[src/rtl/core/sgpg_pkg.sv]
package sgpg_pkg;

  localparam int WORD_ID_BITS = 20;
  localparam int WIN_BITS     = 3;
  localparam int CNT_BITS     = 4;
  localparam int APB_ADDR_BITS = 3;
  localparam int APB_DATA_BITS = 32;

  // Register byte addresses
  localparam logic [APB_ADDR_BITS-1:0] ADDR_WINDOW_SIZE = 3'h0;

  typedef struct packed {
    logic [WORD_ID_BITS-1:0] word_id;
    logic                    sentence_end;
  } item_t;

  typedef struct packed {
    logic [WORD_ID_BITS-1:0] center_word;
    logic [WORD_ID_BITS-1:0] context_word;
    logic                    last_of_run;
  } pair_t;

  // Control part of one job handed from the front to the back
  typedef struct packed {
    logic [CNT_BITS-1:0] words_seen;
    logic [WIN_BITS-1:0] window;
    logic                last;
  } job_ctrl_t;

  typedef enum logic [1:0] {
    BK_IDLE,
    BK_RUN,
    BK_FINISH
  } back_state_t;

endpackage

[src/rtl/core/sgpg_queue.sv]
module sgpg_queue import sgpg_pkg::*; #(
  parameter int DATA_BITS = 8
) (
  input  logic                 clk,
  input  logic                 rst,
  input  logic                 push_valid,
  output logic                 push_ready,
  input  logic [DATA_BITS-1:0] push_data,
  output logic                 pop_valid,
  input  logic                 pop_ready,
  output logic [DATA_BITS-1:0] pop_data
);

  logic [DATA_BITS-1:0] entry [2];
  logic                 wr_ptr;
  logic                 rd_ptr;
  logic [1:0]           count;
  logic                 do_push;
  logic                 do_pop;

  assign push_ready = (count != 2'd2);
  assign pop_valid  = (count != 2'd0);
  assign pop_data   = entry[rd_ptr];
  assign do_push    = push_valid && push_ready;
  assign do_pop     = pop_valid && pop_ready;

  always_ff @(posedge clk) begin
    if (do_push) begin
      entry[wr_ptr] <= push_data;
    end
  end

  always_ff @(posedge clk) begin
    if (rst) begin
      wr_ptr <= 1'b0;
      rd_ptr <= 1'b0;
      count  <= 2'd0;
    end else begin
      if (do_push) begin
        wr_ptr <= ~wr_ptr;
      end
      if (do_pop) begin
        rd_ptr <= ~rd_ptr;
      end
      if (do_push && !do_pop) begin
        count <= count + 2'd1;
      end else if (do_pop && !do_push) begin
        count <= count - 2'd1;
      end
    end
  end

endmodule

[src/rtl/core/sgpg_front.sv]
module sgpg_front import sgpg_pkg::*; #(
  parameter int MAX_WINDOW = 5,
  localparam int HIST_DEPTH = 2 * MAX_WINDOW + 1,
  localparam int JOB_BITS = $bits(job_ctrl_t) + HIST_DEPTH * WORD_ID_BITS
) (
  input  logic                clk,
  input  logic                rst,
  input  logic                item_valid,
  output logic                item_ready,
  input  item_t               item,
  input  logic [WIN_BITS-1:0] win_cfg,
  output logic                push_valid,
  input  logic                push_ready,
  output logic [JOB_BITS-1:0] push_data
);

  logic [HIST_DEPTH-1:0][WORD_ID_BITS-1:0] hist;
  logic [HIST_DEPTH-1:0][WORD_ID_BITS-1:0] hist_shift;
  logic [CNT_BITS-1:0]                     words_seen;
  logic [CNT_BITS-1:0]                     seen_inc;
  logic [WIN_BITS-1:0]                     window;
  logic                                    has_work;
  logic                                    accept;
  job_ctrl_t                               ctrl;

  // Newest word at entry 0
  assign hist_shift = {hist[HIST_DEPTH-2:0], item.word_id};
  assign seen_inc   = (words_seen < CNT_BITS'(HIST_DEPTH)) ? words_seen + 1'b1 : words_seen;
  assign window     = (win_cfg > WIN_BITS'(MAX_WINDOW)) ? WIN_BITS'(MAX_WINDOW)
                                                        : win_cfg;

  // A word yields pairs only when a center is ready or the sentence closes
  assign has_work = ({1'b0, window} < seen_inc) || item.sentence_end;

  assign ctrl.words_seen = seen_inc;
  assign ctrl.window     = window;
  assign ctrl.last       = item.sentence_end;

  assign item_ready = push_ready;
  assign accept     = item_valid && item_ready;
  assign push_valid = item_valid && has_work;
  assign push_data  = {ctrl, hist_shift};

  always_ff @(posedge clk) begin
    if (rst) begin
      hist       <= '0;
      words_seen <= '0;
    end else if (accept) begin
      if (item.sentence_end) begin
        hist       <= '0;
        words_seen <= '0;
      end else begin
        hist       <= hist_shift;
        words_seen <= seen_inc;
      end
    end
  end

endmodule

[src/rtl/core/sgpg_back.sv]
module sgpg_back import sgpg_pkg::*; #(
  parameter int MAX_WINDOW = 5,
  localparam int HIST_DEPTH = 2 * MAX_WINDOW + 1,
  localparam int JOB_BITS = $bits(job_ctrl_t) + HIST_DEPTH * WORD_ID_BITS,
  localparam int OFF_BITS = $clog2(HIST_DEPTH),
  localparam int CTR_BITS = $clog2(MAX_WINDOW + 1)
) (
  input  logic                clk,
  input  logic                rst,
  input  logic                pop_valid,
  output logic                pop_ready,
  input  logic [JOB_BITS-1:0] pop_data,
  output logic                pair_valid,
  input  logic                pair_ready,
  output pair_t               pair
);

  logic [HIST_DEPTH-1:0][WORD_ID_BITS-1:0] job_hist;
  job_ctrl_t                               job_ctrl;

  back_state_t                             state;
  back_state_t                             state_next;
  logic [HIST_DEPTH-1:0][WORD_ID_BITS-1:0] hist;
  job_ctrl_t                               ctrl;
  logic [CTR_BITS-1:0]                     center;
  logic [CTR_BITS-1:0]                     center_next;
  logic [OFF_BITS-1:0]                     off;
  logic [OFF_BITS-1:0]                     off_next;
  logic                                    pend_valid;
  logic                                    pend_valid_next;
  pair_t                                   pend;
  pair_t                                   pend_next;
  logic                                    out_load;
  pair_t                                   out_next;
  logic                                    load_job;

  logic [CNT_BITS-1:0]     job_seen_m1;
  logic [CTR_BITS-1:0]     job_win;
  logic                    win_below;
  logic                    start_ok;
  logic [CTR_BITS-1:0]     first_center;
  logic [OFF_BITS-1:0]     first_sum;
  logic [OFF_BITS-1:0]     first_lim;
  logic [OFF_BITS-1:0]     first_hi;

  logic [CTR_BITS-1:0]     win;
  logic [CNT_BITS-1:0]     seen_m1;
  logic [CTR_BITS-1:0]     center_dec;
  logic [OFF_BITS-1:0]     dec_sum;
  logic [OFF_BITS-1:0]     dec_lim;
  logic [OFF_BITS-1:0]     dec_hi;

  logic [WORD_ID_BITS-1:0] ctx_word;
  logic [WORD_ID_BITS-1:0] ctr_word;
  logic                    produce;
  logic                    out_free;
  logic                    stall;

  assign {job_ctrl, job_hist} = pop_data;

  // First center of a job: the one that just got its full right context,
  // or on a sentence end with too few words, the oldest word held.
  assign job_seen_m1  = job_ctrl.words_seen - 1'b1;
  assign job_win      = CTR_BITS'(job_ctrl.window);
  assign win_below    = ({1'b0, job_ctrl.window} < job_ctrl.words_seen);
  assign start_ok     = win_below || job_ctrl.last;
  assign first_center = win_below ? job_win : CTR_BITS'(job_seen_m1);
  assign first_sum    = OFF_BITS'(first_center) + OFF_BITS'(job_win);
  assign first_lim    = OFF_BITS'(job_seen_m1);
  assign first_hi     = (first_sum < first_lim) ? first_sum : first_lim;

  // Next younger center during a flush
  assign win        = CTR_BITS'(ctrl.window);
  assign seen_m1    = ctrl.words_seen - 1'b1;
  assign center_dec = center - 1'b1;
  assign dec_sum    = OFF_BITS'(center_dec) + OFF_BITS'(win);
  assign dec_lim    = OFF_BITS'(seen_m1);
  assign dec_hi     = (dec_sum < dec_lim) ? dec_sum : dec_lim;

  // One context position per cycle unless a pair waits on a stalled output; equal ids are dropped
  assign ctx_word = hist[off];
  assign ctr_word = hist[OFF_BITS'(center)];
  assign produce  = (ctx_word != ctr_word);
  assign out_free = !pair_valid || pair_ready;
  assign stall    = produce && pend_valid && !out_free;

  assign pop_ready = (state == BK_IDLE);

  always_comb begin
    state_next      = state;
    center_next     = center;
    off_next        = off;
    pend_valid_next = pend_valid;
    pend_next       = pend;
    out_load        = 1'b0;
    out_next        = '{center_word: pend.center_word, context_word: pend.context_word,
                        last_of_run: 1'b0};
    load_job        = 1'b0;
    unique case (state)
      BK_IDLE: begin
        if (pop_valid) begin
          load_job = 1'b1;
          if (start_ok) begin
            state_next  = BK_RUN;
            center_next = first_center;
            off_next    = first_hi;
          end
        end
      end
      BK_RUN: begin
        if (!stall) begin
          if (produce) begin
            // Hold one pair back so the final pair can carry last_of_run
            out_load        = pend_valid;
            pend_valid_next = 1'b1;
            pend_next       = '{center_word: ctr_word, context_word: ctx_word,
                                last_of_run: 1'b0};
          end
          if (off != '0) begin
            off_next = off - 1'b1;
          end else if (ctrl.last && center != '0) begin
            center_next = center_dec;
            off_next    = dec_hi;
          end else begin
            state_next = BK_FINISH;
          end
        end
      end
      BK_FINISH: begin
        if (!pend_valid) begin
          state_next = BK_IDLE;
        end else if (out_free) begin
          out_load             = 1'b1;
          out_next.last_of_run = 1'b1;
          pend_valid_next      = 1'b0;
          state_next           = BK_IDLE;
        end
      end
      default: begin
        state_next = BK_IDLE;
      end
    endcase
  end

  always_ff @(posedge clk) begin
    if (rst) begin
      state      <= BK_IDLE;
      pend_valid <= 1'b0;
      pair_valid <= 1'b0;
    end else begin
      state      <= state_next;
      pend_valid <= pend_valid_next;
      if (out_load) begin
        pair_valid <= 1'b1;
      end else if (pair_ready) begin
        pair_valid <= 1'b0;
      end
    end
  end

  always_ff @(posedge clk) begin
    center <= center_next;
    off    <= off_next;
    pend   <= pend_next;
    if (out_load) begin
      pair <= out_next;
    end
    if (load_job) begin
      hist <= job_hist;
      ctrl <= job_ctrl;
    end
  end

endmodule

[src/rtl/core/skip_gram_pair_generator.sv]
// Skip-gram pair generator.
// Feed one word per handshake on the item channel (word_id, sentence_end);
// (center, context) pairs come out one per handshake on the pair channel,
// context positions in sentence order, ids equal to the center dropped.
// A center leaves once the window's worth of later words arrived; a
// sentence-end word flushes every remaining center and clears the history.
// Program the window register over the APB port at address 0 while the block
// is idle; values above MAX_WINDOW act as MAX_WINDOW.
// The back sequencer scans one context position per cycle, unless a pair must
// wait on a stalled output register. A two-entry job queue lets the front take
// up to two more pair-producing words meanwhile.
// Reset: the window register returns to 5, the history and the queue empty out.
// Receiver stall: the output register holds its word; the back halts on the
// next pair, the queue fills, then item_ready drops.
module skip_gram_pair_generator import sgpg_pkg::*; #(
  parameter int MAX_WINDOW = 5
) (
  input  logic                     clk,
  input  logic                     rst,
  input  logic                     item_valid,
  output logic                     item_ready,
  input  item_t                    item,
  output logic                     pair_valid,
  input  logic                     pair_ready,
  output pair_t                    pair,
  input  logic                     psel,
  input  logic                     penable,
  input  logic                     pwrite,
  input  logic [APB_ADDR_BITS-1:0] paddr,
  input  logic [APB_DATA_BITS-1:0] pwdata,
  output logic [APB_DATA_BITS-1:0] prdata,
  output logic                     pready
);

  localparam int HIST_DEPTH = 2 * MAX_WINDOW + 1;
  localparam int JOB_BITS   = $bits(job_ctrl_t) + HIST_DEPTH * WORD_ID_BITS;

  logic [WIN_BITS-1:0] win_cfg;
  logic                push_valid;
  logic                push_ready;
  logic [JOB_BITS-1:0] push_data;
  logic                pop_valid;
  logic                pop_ready;
  logic [JOB_BITS-1:0] pop_data;
  logic                cfg_write;

  // Config port: zero wait states, one register
  assign pready    = 1'b1;
  assign cfg_write = psel && penable && pwrite && (paddr[APB_ADDR_BITS-1:2] ==
                     ADDR_WINDOW_SIZE[APB_ADDR_BITS-1:2]);
  assign prdata    = (paddr[APB_ADDR_BITS-1:2] == ADDR_WINDOW_SIZE[APB_ADDR_BITS-1:2])
                     ? APB_DATA_BITS'(win_cfg) : '0;

  always_ff @(posedge clk) begin
    if (rst) begin
      win_cfg <= WIN_BITS'(5);
    end else if (cfg_write) begin
      win_cfg <= pwdata[WIN_BITS-1:0];
    end
  end

  // Front: advance the history, snapshot it into a job
  sgpg_front #(
    .MAX_WINDOW (MAX_WINDOW)
  ) u_front (
    .clk        (clk),
    .rst        (rst),
    .item_valid (item_valid),
    .item_ready (item_ready),
    .item       (item),
    .win_cfg    (win_cfg),
    .push_valid (push_valid),
    .push_ready (push_ready),
    .push_data  (push_data)
  );

  // Decouple front and back
  sgpg_queue #(
    .DATA_BITS (JOB_BITS)
  ) u_queue (
    .clk        (clk),
    .rst        (rst),
    .push_valid (push_valid),
    .push_ready (push_ready),
    .push_data  (push_data),
    .pop_valid  (pop_valid),
    .pop_ready  (pop_ready),
    .pop_data   (pop_data)
  );

  // Back: walk centers and contexts, drive the pair register
  sgpg_back #(
    .MAX_WINDOW (MAX_WINDOW)
  ) u_back (
    .clk        (clk),
    .rst        (rst),
    .pop_valid  (pop_valid),
    .pop_ready  (pop_ready),
    .pop_data   (pop_data),
    .pair_valid (pair_valid),
    .pair_ready (pair_ready),
    .pair       (pair)
  );

endmodule

[config.mk]
export PLATFORM = sky130hd
export DESIGN_NAME = skip_gram_pair_generator
export DESIGN_NICKNAME = d
export VERILOG_FILES = /design/src/rtl/core/sgpg_pkg.sv /design/src/rtl/core/sgpg_queue.sv /design/src/rtl/core/sgpg_front.sv /design/src/rtl/core/sgpg_back.sv /design/src/rtl/core/skip_gram_pair_generator.sv
export SDC_FILE = /design/constraint.sdc
export NUM_CORES = 1
export LEC_CHECK = 0
export ABC_AREA = 0
export BUFFER_PORTS_ARGS = -buffer_cell sky130_fd_sc_hd__buf_2
export CAP_MARGIN = 20
export CORE_ASPECT_RATIO = 0.8
export CORE_MARGIN = 2
export CORE_UTILIZATION = 53
export CTS_CLUSTER_SIZE = 16
export DETAILED_ROUTE_END_ITERATION = 16
export PLACE_DENSITY = 0.72
export SLEW_MARGIN = 40
export SYNTH_ARGS = -nofsm -noshare
export SYNTH_HDL_FRONTEND = slang
export SYNTH_SLANG_ARGS = --single-unit
[constraint.sdc]
create_clock -name clk -period 24.3 [get_ports clk]
set_input_delay 2.43 -clock clk [delete_from_list [all_inputs] [get_ports clk]]
set_output_delay 2.43 -clock clk [all_outputs]
set_load 0.01 [all_outputs]
==> impl_metrics.toml <==
[setup_path]
crit_cells = 3
crit_path_start = "paddr[2]"
r2r_end = "u_back.pair[6]"
cp_cell_sequence = "buf_2, nor2b_1, buf_2"
criticalPathCategory = "input pin to output port"
slowest_stage = "buf_2"
cp.required_ns = 21.87
crit_path_start_kind = "input pin"
crit_buf_inv = 2
crit_end = "prdata[2]"
worstPathMaxFanout = 4
cp.arrival_ns = 2.78
worstReg2RegStart = "u_back.off[0]"
crit_family = "buffers and inverters"
r2r_slack_ns = 19.10
ff2ff_path_depth = 13
end_kind = "output port"
cpPeakStageDelay_ns = 0.14
critPathMostFrequentCell = "buf_2"

[timing]
finalSetupViolations = 0
post-route-min-period_ns = 5.21
tightest_slew_ns = 0.892
final.setup_skew_ns = 0.0269
holdWs_ns = 0.417
finalHoldViolCount = 0
slew_headroom_pct = 40.3
setup-tns-final_ns = 0
fmax_ghz = 0.192
slew_viol_final = 0
rsz0062_at_grt = "no"
min_period_over_period_pct = 21.5

[detailed_routing]
drt_wl_total_mm = 79.3
drc_errors = 0
wl_per_cell_um = 22.2
drt_iter0_drc = 1904
dr.pass1.iters = 6
viasPerCell = 5.78
route.vias.total = 20700
ant_nets = 0

[pwr]
p_total_mw = 5.29
power_density_mw_per_mm2 = 122
ir_drop_uv = 128
leakagePower_nw = 14.9

[grt]
grt_overflow = 0
grt_pass1_vias = 20600
track_usage_pct = 21.1
grt_max_degree = 109
grt_pass1_wl_mm = 121
antenna_found_initial = 7
grtUsageMet3_pct = 3.95
use_met2_pct = 34.6
use_met1_pct = 28.9
grt_most_used_layer = "met2"

[layout]
nets = 2641
drive_gt1_share_pct = 22.3
mostFrequentLayoutCell = "edfxtp_1"
final_cell_mix = "edfxtp_1, mux2_2, nor2_1"
areaGrowthSynthToFinish_pct = 11.5
fillCellCount = 5212
final_area_mm2 = 0.0434
regArea_mm2 = 0.0275
multi_input_area_mm2 = 0.0105

[hold_path]
hp-class = "flip-flop to flip-flop"

[clock_network]
clk_path_buf_depth = 3
clk_latency_ns = 0.65
ctsHoldBuffers = 0
root_buffer = "clkbuf_16"
cts_resized = 0
cts_tree = "built"
cts_buffers = 91
path_clk_slew_ns = 0.06
cts_sinks = 988
cts_setup_buffers = 0
h-tree-depth = 3

[place]
hpwl_mm = 45.8
gp_congestion = 0.818
dpl_cell_area_mm2 = 0.0402
io_buffer_count = 77

[logic_synthesis]
yosysSeqAreaShare_pct = 70.7
synth_seq_cells = 988
async_flop_share_pct = 0
synth_edf_count = 772
syn_area_per_cell_um2 = 15.6
synth_area_mm2 = 0.0389
ys.flop_type = "edfxtp_1"
ys_warn_count = 0
synth_cell_types = 65
syn-instance-count = 2500

[floorplan]
fp.coreArea_mm2 = 0.0723
die_x_um = 307
die_h_um = 246
num_io_pins = 139
die-area_mm2 = 0.0756
fp-row-count = 88
start_util_pct = 53.8

[run]
maxCapViolations = 0

[outcome]
status = "complete, no violations"
-- cells by family (layout without fill, tap and decap cells) --
| kind of cell | after synthesis | count (layout) | synth area share [%] |
|---|---|---|---|
| simple gates | 520 | 520 | 7.33 |
| other cells | 2 | 31 | 0.0193 |
| flops | 988 | 988 | 70.7 |
| buf+inv | 231 | 331 | 2.77 |
| compound gates | 311 | 311 | 4.57 |
| xor+xnor | 33 | 33 | 0.743 |
| fa+ha+maj | 28 | 28 | 0.940 |
| mux | 387 | 387 | 12.9 |
-- power by group --
| group | switching, mW | internal, mW |
|---|---|---|
| logic | 0.964 | 0.573 |
| registers | 0.0881 | 2.19 |
| clock network | 0.615 | 0.868 |
-- synthesized netlist by cell type, types with 23 or more instances --
cell	number	area share, %
nand2_1	31	0.30
buf_4	36	0.69
inv_1	45	0.43
dfxtp_1	216	11
nor2_1	235	2.3
mux2_2	251	7.3
mux4_2	48	2.8
edfxtp_1	772	60
mux2i_1	73	1.9
ha_1	26	0.84
a21oi_1	224	2.9
nor3b_1	201	3.9
xnor2_1	23	0.52
clkbuf_1	122	1.2
-- layout make-up --
class | instances | area share [%]
antenna | 1 | 0.00577
clock buffer | 115 | 5.74
clock inverter | 56 | 1.51
inverter | 45 | 0.407
multi-input combinational | 1309 | 24.1
sequential | 988 | 63.4
tap | 945 | 2.73
timing repair buffer | 115 | 2.03
-- stage by stage --
| step | worst slack, ns | utilization (%) | cells |
|---|---|---|---|
| final | 19.09 | 59.9 | 3574 |
| after global routing | 18.99 | 59.9 | 3574 |
| after CTS | 19.02 | 59.9 | 3571 |
| after detailed placement | 18.54 | 55.5 | 3400 |
| after global placement | 18.36 | 55.2 | 3394 |
| after floorplan | 4.62 | - | 2528 |
-- flip-flops by register name (all words and copies together), names as in the netlist, 3 cells and up, named ones only --
signal / cells
win_cfg: 3
u_back.hist: 220
u_front.push_data: 200
u_back.off: 4
u_front.words_seen: 4
u_back.center: 3
u_back.win: 3
u_back.pair: 41
u_back.ctrl: 5
u_queue.entry: 456
u_back.out_next: 40
-- layer usage --
| layer | vias to the layer above | share of wire [%] |
|---|---|---|
| met3 | 151 | 6.3 |
| met1 | 10400 | 44 |
| met5 | - | 0 |
| met2 | 614 | 48 |
| met4 | 0 | 2.5 |
| li1 | 9438 | - |
-- worst min-delay path by stage --
stage,start,end,cells past startpoint
after floorplan,u_back.out_next[10],u_back.pair[10],0
after global placement,u_back.out_next[17],u_back.pair[17],0
after detailed placement,u_back.out_next[12],u_back.pair[12],0
after CTS,u_back.out_next[12],u_back.pair[12],0
after global routing,u_back.out_next[12],u_back.pair[12],0
final,u_back.out_next[12],u_back.pair[12],0
(Power assumes the default switching activity.)
